$ cat src/rtl/core/u8250rf_pkg.sv
// Register map codes, bit positions and stream widths for the 8250-style UART register file.
package u8250rf_pkg;

    localparam int AddrWidth = 3;
    localparam int ByteWidth = 8;

    localparam logic [AddrWidth-1:0] ADDR_HOLD = 3'd0;
    localparam logic [AddrWidth-1:0] ADDR_IER  = 3'd1;
    localparam logic [AddrWidth-1:0] ADDR_IIR  = 3'd2;
    localparam logic [AddrWidth-1:0] ADDR_LCR  = 3'd3;
    localparam logic [AddrWidth-1:0] ADDR_MCR  = 3'd4;
    localparam logic [AddrWidth-1:0] ADDR_LSR  = 3'd5;
    localparam logic [AddrWidth-1:0] ADDR_MSR  = 3'd6;
    localparam logic [AddrWidth-1:0] ADDR_SCR  = 3'd7;

    localparam logic OP_READ  = 1'b0;
    localparam logic OP_WRITE = 1'b1;

    localparam int DlabBit = 7;

    localparam logic [ByteWidth-1:0] IIR_RESET = 8'h01;

    localparam int InDataWidth  = 24;
    localparam int InUserWidth  = 1 + AddrWidth;
    localparam int OutDataWidth = 24;

    typedef struct packed {
        logic                 rx_pop;
        logic [ByteWidth-1:0] tx_byte;
        logic                 tx_valid;
        logic [ByteWidth-1:0] read_data;
    } result_t;

endpackage

$ cat src/rtl/core/uart_8250_register_file.sv
// Top level of the 8250-style UART register file with a registered, skid-buffered result stream.
// Results are registered: a request's result reaches m_tdata through out_reg, or through skid_reg first on a stall.
// Throughput: one request per cycle; a two-entry output stage keeps s_tready high
// while one result waits on a stalled master side, and drops it once the skid stage also holds one.
// Reset: the UART registers and output valid flags clear to zero; the interrupt identification reads 0x01.
module uart_8250_register_file
    import u8250rf_pkg::*;
(
    input  logic                    clk,
    input  logic                    rst_n,
    input  logic                    s_tvalid,
    output logic                    s_tready,
    // write_data[7:0], rx_byte[15:8], line_dcd[16], line_ri[17], line_dsr[18],
    // line_cts[19], zero[23:20]
    input  logic [InDataWidth-1:0]  s_tdata,
    // opcode[0], reg_address[3:1]
    input  logic [InUserWidth-1:0]  s_tuser,
    output logic                    m_tvalid,
    input  logic                    m_tready,
    // read_data[7:0], tx_valid[8], tx_byte[16:9], rx_pop[17], zero[23:18]
    output logic [OutDataWidth-1:0] m_tdata
);

    logic [ByteWidth-1:0] dll_reg, dll_next;
    logic [ByteWidth-1:0] dlm_reg, dlm_next;
    logic [ByteWidth-1:0] ier_reg, ier_next;
    logic [ByteWidth-1:0] fcr_reg, fcr_next;
    logic [ByteWidth-1:0] lcr_reg, lcr_next;
    logic [ByteWidth-1:0] mcr_reg, mcr_next;
    logic [ByteWidth-1:0] lsr_reg, lsr_next;
    logic [ByteWidth-1:0] msr_reg, msr_next;
    logic [ByteWidth-1:0] scr_reg, scr_next;

    result_t out_reg;
    result_t skid_reg;
    logic    out_valid_reg;
    logic    skid_valid_reg;
    result_t result;

    logic                 accept;
    logic                 is_write;
    logic [AddrWidth-1:0] addr;
    logic [ByteWidth-1:0] wdata;
    logic [ByteWidth-1:0] rxb;
    logic [3:0]           lines;
    logic [ByteWidth-1:0] msr_sample;
    logic                 dlab;

    assign s_tready = !skid_valid_reg;
    assign accept   = s_tvalid && s_tready;
    assign m_tvalid = out_valid_reg;
    assign m_tdata  = {{(OutDataWidth - $bits(result_t)){1'b0}}, out_reg};

    assign is_write   = (s_tuser[0] == OP_WRITE);
    assign addr       = s_tuser[AddrWidth:1];
    assign wdata      = s_tdata[7:0];
    assign rxb        = s_tdata[15:8];
    assign lines      = {s_tdata[16], s_tdata[17], s_tdata[18], s_tdata[19]};
    assign msr_sample = {lines, lines ^ msr_reg[7:4]};
    assign dlab       = lcr_reg[DlabBit];

    always_comb
    begin
        dll_next = dll_reg;
        dlm_next = dlm_reg;
        ier_next = ier_reg;
        fcr_next = fcr_reg;
        lcr_next = lcr_reg;
        mcr_next = mcr_reg;
        lsr_next = lsr_reg;
        msr_next = msr_reg;
        scr_next = scr_reg;
        result   = '0;
        if (is_write)
        begin
            unique case (addr)
                ADDR_HOLD:
                begin
                    if (dlab)
                    begin
                        dll_next = wdata;
                    end
                    else
                    begin
                        result.tx_valid = 1'b1;
                        result.tx_byte  = wdata;
                    end
                end
                ADDR_IER:
                begin
                    if (dlab)
                    begin
                        dlm_next = wdata;
                    end
                    else
                    begin
                        ier_next = wdata;
                    end
                end
                ADDR_IIR: fcr_next = wdata;
                ADDR_LCR: lcr_next = wdata;
                ADDR_MCR: mcr_next = wdata;
                ADDR_LSR: lsr_next = wdata;
                ADDR_MSR: msr_next = wdata;
                ADDR_SCR: scr_next = wdata;
                default:  scr_next = wdata;
            endcase
        end
        else
        begin
            unique case (addr)
                ADDR_HOLD:
                begin
                    if (dlab)
                    begin
                        result.read_data = dll_reg;
                    end
                    else
                    begin
                        result.read_data = rxb;
                        result.rx_pop    = 1'b1;
                    end
                end
                ADDR_IER: result.read_data = dlab ? dlm_reg : ier_reg;
                ADDR_IIR: result.read_data = IIR_RESET;
                ADDR_LCR: result.read_data = lcr_reg;
                ADDR_MCR: result.read_data = mcr_reg;
                ADDR_LSR: result.read_data = lsr_reg;
                ADDR_MSR:
                begin
                    msr_next         = msr_sample;
                    result.read_data = msr_sample;
                end
                ADDR_SCR: result.read_data = scr_reg;
                default:  result.read_data = scr_reg;
            endcase
        end
    end

    // Commit register updates on an accepted request.
    always_ff @(posedge clk or negedge rst_n)
    begin
        if (!rst_n)
        begin
            dll_reg <= '0;
            dlm_reg <= '0;
            ier_reg <= '0;
            fcr_reg <= '0;
            lcr_reg <= '0;
            mcr_reg <= '0;
            lsr_reg <= '0;
            msr_reg <= '0;
            scr_reg <= '0;
        end
        else if (accept)
        begin
            dll_reg <= dll_next;
            dlm_reg <= dlm_next;
            ier_reg <= ier_next;
            fcr_reg <= fcr_next;
            lcr_reg <= lcr_next;
            mcr_reg <= mcr_next;
            lsr_reg <= lsr_next;
            msr_reg <= msr_next;
            scr_reg <= scr_next;
        end
    end

    // Advance the output register; park a result in the skid stage while stalled.
    always_ff @(posedge clk or negedge rst_n)
    begin
        if (!rst_n)
        begin
            out_valid_reg  <= 1'b0;
            skid_valid_reg <= 1'b0;
        end
        else if (!out_valid_reg || m_tready)
        begin
            out_valid_reg  <= skid_valid_reg || accept;
            skid_valid_reg <= 1'b0;
        end
        else if (accept)
        begin
            skid_valid_reg <= 1'b1;
        end
    end

    always_ff @(posedge clk)
    begin
        if (!out_valid_reg || m_tready)
        begin
            out_reg <= skid_valid_reg ? skid_reg : result;
        end
        else if (accept)
        begin
            skid_reg <= result;
        end
    end

endmodule
$ cat config.mk
export PLATFORM = sky130hd
export DESIGN_NAME = uart_8250_register_file
export DESIGN_NICKNAME = d
export VERILOG_FILES = /design/src/rtl/core/u8250rf_pkg.sv /design/src/rtl/core/uart_8250_register_file.sv
export SDC_FILE = /design/constraint.sdc
export NUM_CORES = 1
export LEC_CHECK = 0
export ABC_AREA = 1
export BUFFER_PORTS_ARGS = -buffer_cell sky130_fd_sc_hd__buf_2
export CORE_MARGIN = 1
export CORE_UTILIZATION = 40
export DETAILED_ROUTE_END_ITERATION = 8
export GPL_TIMING_DRIVEN = 0
export PLACE_DENSITY_LB_ADDON = 0.05
export SLEW_MARGIN = 5
export SYNTH_ARGS = -nofsm -noshare
export SYNTH_HDL_FRONTEND = slang
export SYNTH_SLANG_ARGS = --single-unit
$ cat constraint.sdc
create_clock -name clk -period 3.8 [get_ports clk]
set_input_delay 0.76 -clock clk [delete_from_list [all_inputs] [get_ports clk]]
set_output_delay 0.76 -clock clk [all_outputs]
set_load 0.005 [all_outputs]
==> run metrics <==
first-pass GRT wire length=20.36 mm; cell count after synthesis=537; maxcap violations=0; post-layout util=47.63%; endpoints failing setup=0; Resized cells post-CTS=0; Post-CTS Hold Buffers=0; Avg Cell Area, Syn=8.796 µm²; DIE WIDTH=110.7 µm; Starting DRT DRC Count=293; Cell Rows=39; Tightest Pin Transition=0.8881 ns; Final Cell Area=0.005461 mm²; Leak=0.002619 µW; Max clock buf depth=2; largest net degree at the start of global routing=63; area leader, netlist=dfrtp_1; via count=3,758; total core area=0.01147 mm²; Final ANT Viol Nets=0; htree depth=3; Final Max Slew Viols=0; Worst Clk Skew=0.004940 ns; critical path type=register to primary output; most numerous cell in the Yosys netlist=nand2_1; Die H=110.7 µm; Worst Setup End Kind=primary output; GPL Wtd Cong=0.8404; post-DP HPWL=8.765 mm; worst hold-check path type=register to register; antenna violations before repair=0; nets=632; top cells by count, synth=181 x nand2_1, 62 x dfrtp_1, 54 x nor2_1; Synth area leaders=dfrtp_1 33%, edfxtp_1 23%, nand2_1 14%; Cell Area, Placed=0.005167 mm²; clock latency on the worst-skew pair=0.35 ns; number of synthesized flops with an enable pin=36; CTS tree=yes; Worst Path Required=3.04 ns; Yosys reg bits=98; Clock Sinks=98; Yosys warnings=0; Clock transition at path regs=0.07 ns; vias per cell=5.024; die area=0.01225 mm²; unrepaired setup endpoints after global routing=no; total CTS buffers=9; Async SR Flop Fraction=63.27%; crit share post-route=62.35%; Fin. Hold Viols=0; setup TNS=0 ns; post-DR wirelength/cell=16.70 µm; Area Overhead vs Synth=15.63%; Fmax achieved=0.4221 GHz; maximum vdd drop=279.0 µV; Synth Flop Type=dfrtp_1; status=completed; diodes inserted=0; post-CTS setup buffers=0; CP max FO=10; share of the synthesized area in the top cell type=32.85%; Unique masters post-synth=33; Pre-antenna DRT Iters=5; starting density of the core=41.19%; vias in the first global route=3,741; Cell Area, Synth=0.004723 mm²; Power Density=504.1 mW/mm²; final global-route overflow total=0; PortBufs=46; CP startpoint kind=register; CTS Root Cell=clkbuf_16; Final min period=2.369 ns; arrival time worst endpoint=1.61 ns; drt total wl=12.49 mm; # IOs=58; layout cells sized above 1=19.83%; hold slack=0.4843 ns; Max-slew headroom=40.65%; total track usage=22.06%; Seq/Total Area, Yosys=55.74%; DRC=0
## final timing paths
kind	from	end	slack [ns]	cells past startpoint
worst max-delay path	skid_valid_reg	s_tready	1.43	4
worst min-delay path	lsr_reg[6]	lsr_reg[6]	0.48	2
worst max register to register	m_tvalid	skid_reg[12]	1.81	3
worst min register to register	lsr_reg[6]	lsr_reg[6]	0.48	2
max in group asynchronous	rst_n	scr_reg[4]	2.76	1
min in group asynchronous	rst_n	m_tvalid	0.50	1
## cells in the final DEF (no fill, tap or decap)
master / Yosys / routed
a21oi_1: 12 / 12
nand3_4: 2 / 2
bufinv_16: 0 / 1
clkinv_2: 0 / 2
o21ai_0: 9 / 9
nand2_1: 181 / 181
nor3_1: 2 / 2
a31oi_1: 11 / 11
nor3_4: 2 / 2
inv_6: 0 / 1
clkinvlp_4: 0 / 2
nor2_8: 1 / 1
buf_6: 3 / 4
dfrtp_1: 62 / 62
o211ai_1: 1 / 1
buf_1: 2 / 2
o21ai_2: 8 / 8
nor2_1: 54 / 53
buf_4: 11 / 12
nand4_2: 1 / 1
nor2_2: 0 / 1
edfxtp_1: 36 / 36
or2_1: 1 / 1
nand3_2: 3 / 3
clkinvlp_2: 0 / 1
clkbuf_16: 0 / 9
nand2_2: 3 / 3
buf_2: 10 / 55
nand2_4: 1 / 1
nor3_2: 1 / 1
inv_1: 27 / 27
o21ai_1: 36 / 36
clkbuf_2: 1 / 1
and2_1: 8 / 8
inv_2: 7 / 7
nand4_1: 18 / 18
conb_1: 1 / 6
clkbuf_1: 4 / 4
nor2_4: 2 / 2
nand3_1: 16 / 16
## layout make-up
| type | count | area [µm²] |
|---|---|---|
| Sequential cell | 98 | 2633 |
| Clock buffer | 9 | 225.2 |
| Tap cell | 143 | 178.9 |
| Clock inverter | 7 | 68.82 |
| Timing Repair Buffer | 47 | 244.0 |
| Inverter | 34 | 127.6 |
| Buffer | 31 | 193.9 |
| Fill cell | 1114 | 6006 |
| Multi-Input combinational cell | 379 | 1790 |
## where the power goes
part	internal, µW	leakage (µW)	total, µW	switching, µW
clock	508	0.000138	911	403
sequential	1280	0.00114	1370	88.5
combinational	173	0.00134	475	303
total	1960	0.00262	2750	794
## cells by family after synthesis
group	after synthesis	share of synthesized area (%)
AOI/OAI and AO/OA	77	9.139
other	1	0.07939
and+or+nand+nor	296	28.24
DFF	98	55.74
buffers and inverters	65	6.808
## critical path, stage by stage, from the launching register on
cell and delay (ns):
dfrtp_1 0.40, inv_2 0.07, buf_2 0.20, buf_1 0.38, buf_2 0.20
## through the flow
| stage | setup slack (ns) | cells | power [µW] |
|---|---|---|---|
| 6_report | 1.431 | 748 | 2753 |
| 5_1_grt | 1.301 | 748 | 2918 |
| 4_1_cts | 1.403 | 748 | 2786 |
| 3_5_place_dp | 1.201 | 732 | 1864 |
| 3_3_place_gp | 0.6225 | 731 | 1851 |
| 2_1_floorplan | 1.318 | 542 | 1683 |
## routing by layer
layer,track usage [%],share of wire (%),vias up
li1,-,-,1873
met1,29.49,45,1780
met2,35.36,47,86
met3,3.445,5.1,19
met4,10.13,2.7,0
met5,0,0,-
Note: power is estimated with default switching activity, not from simulation.
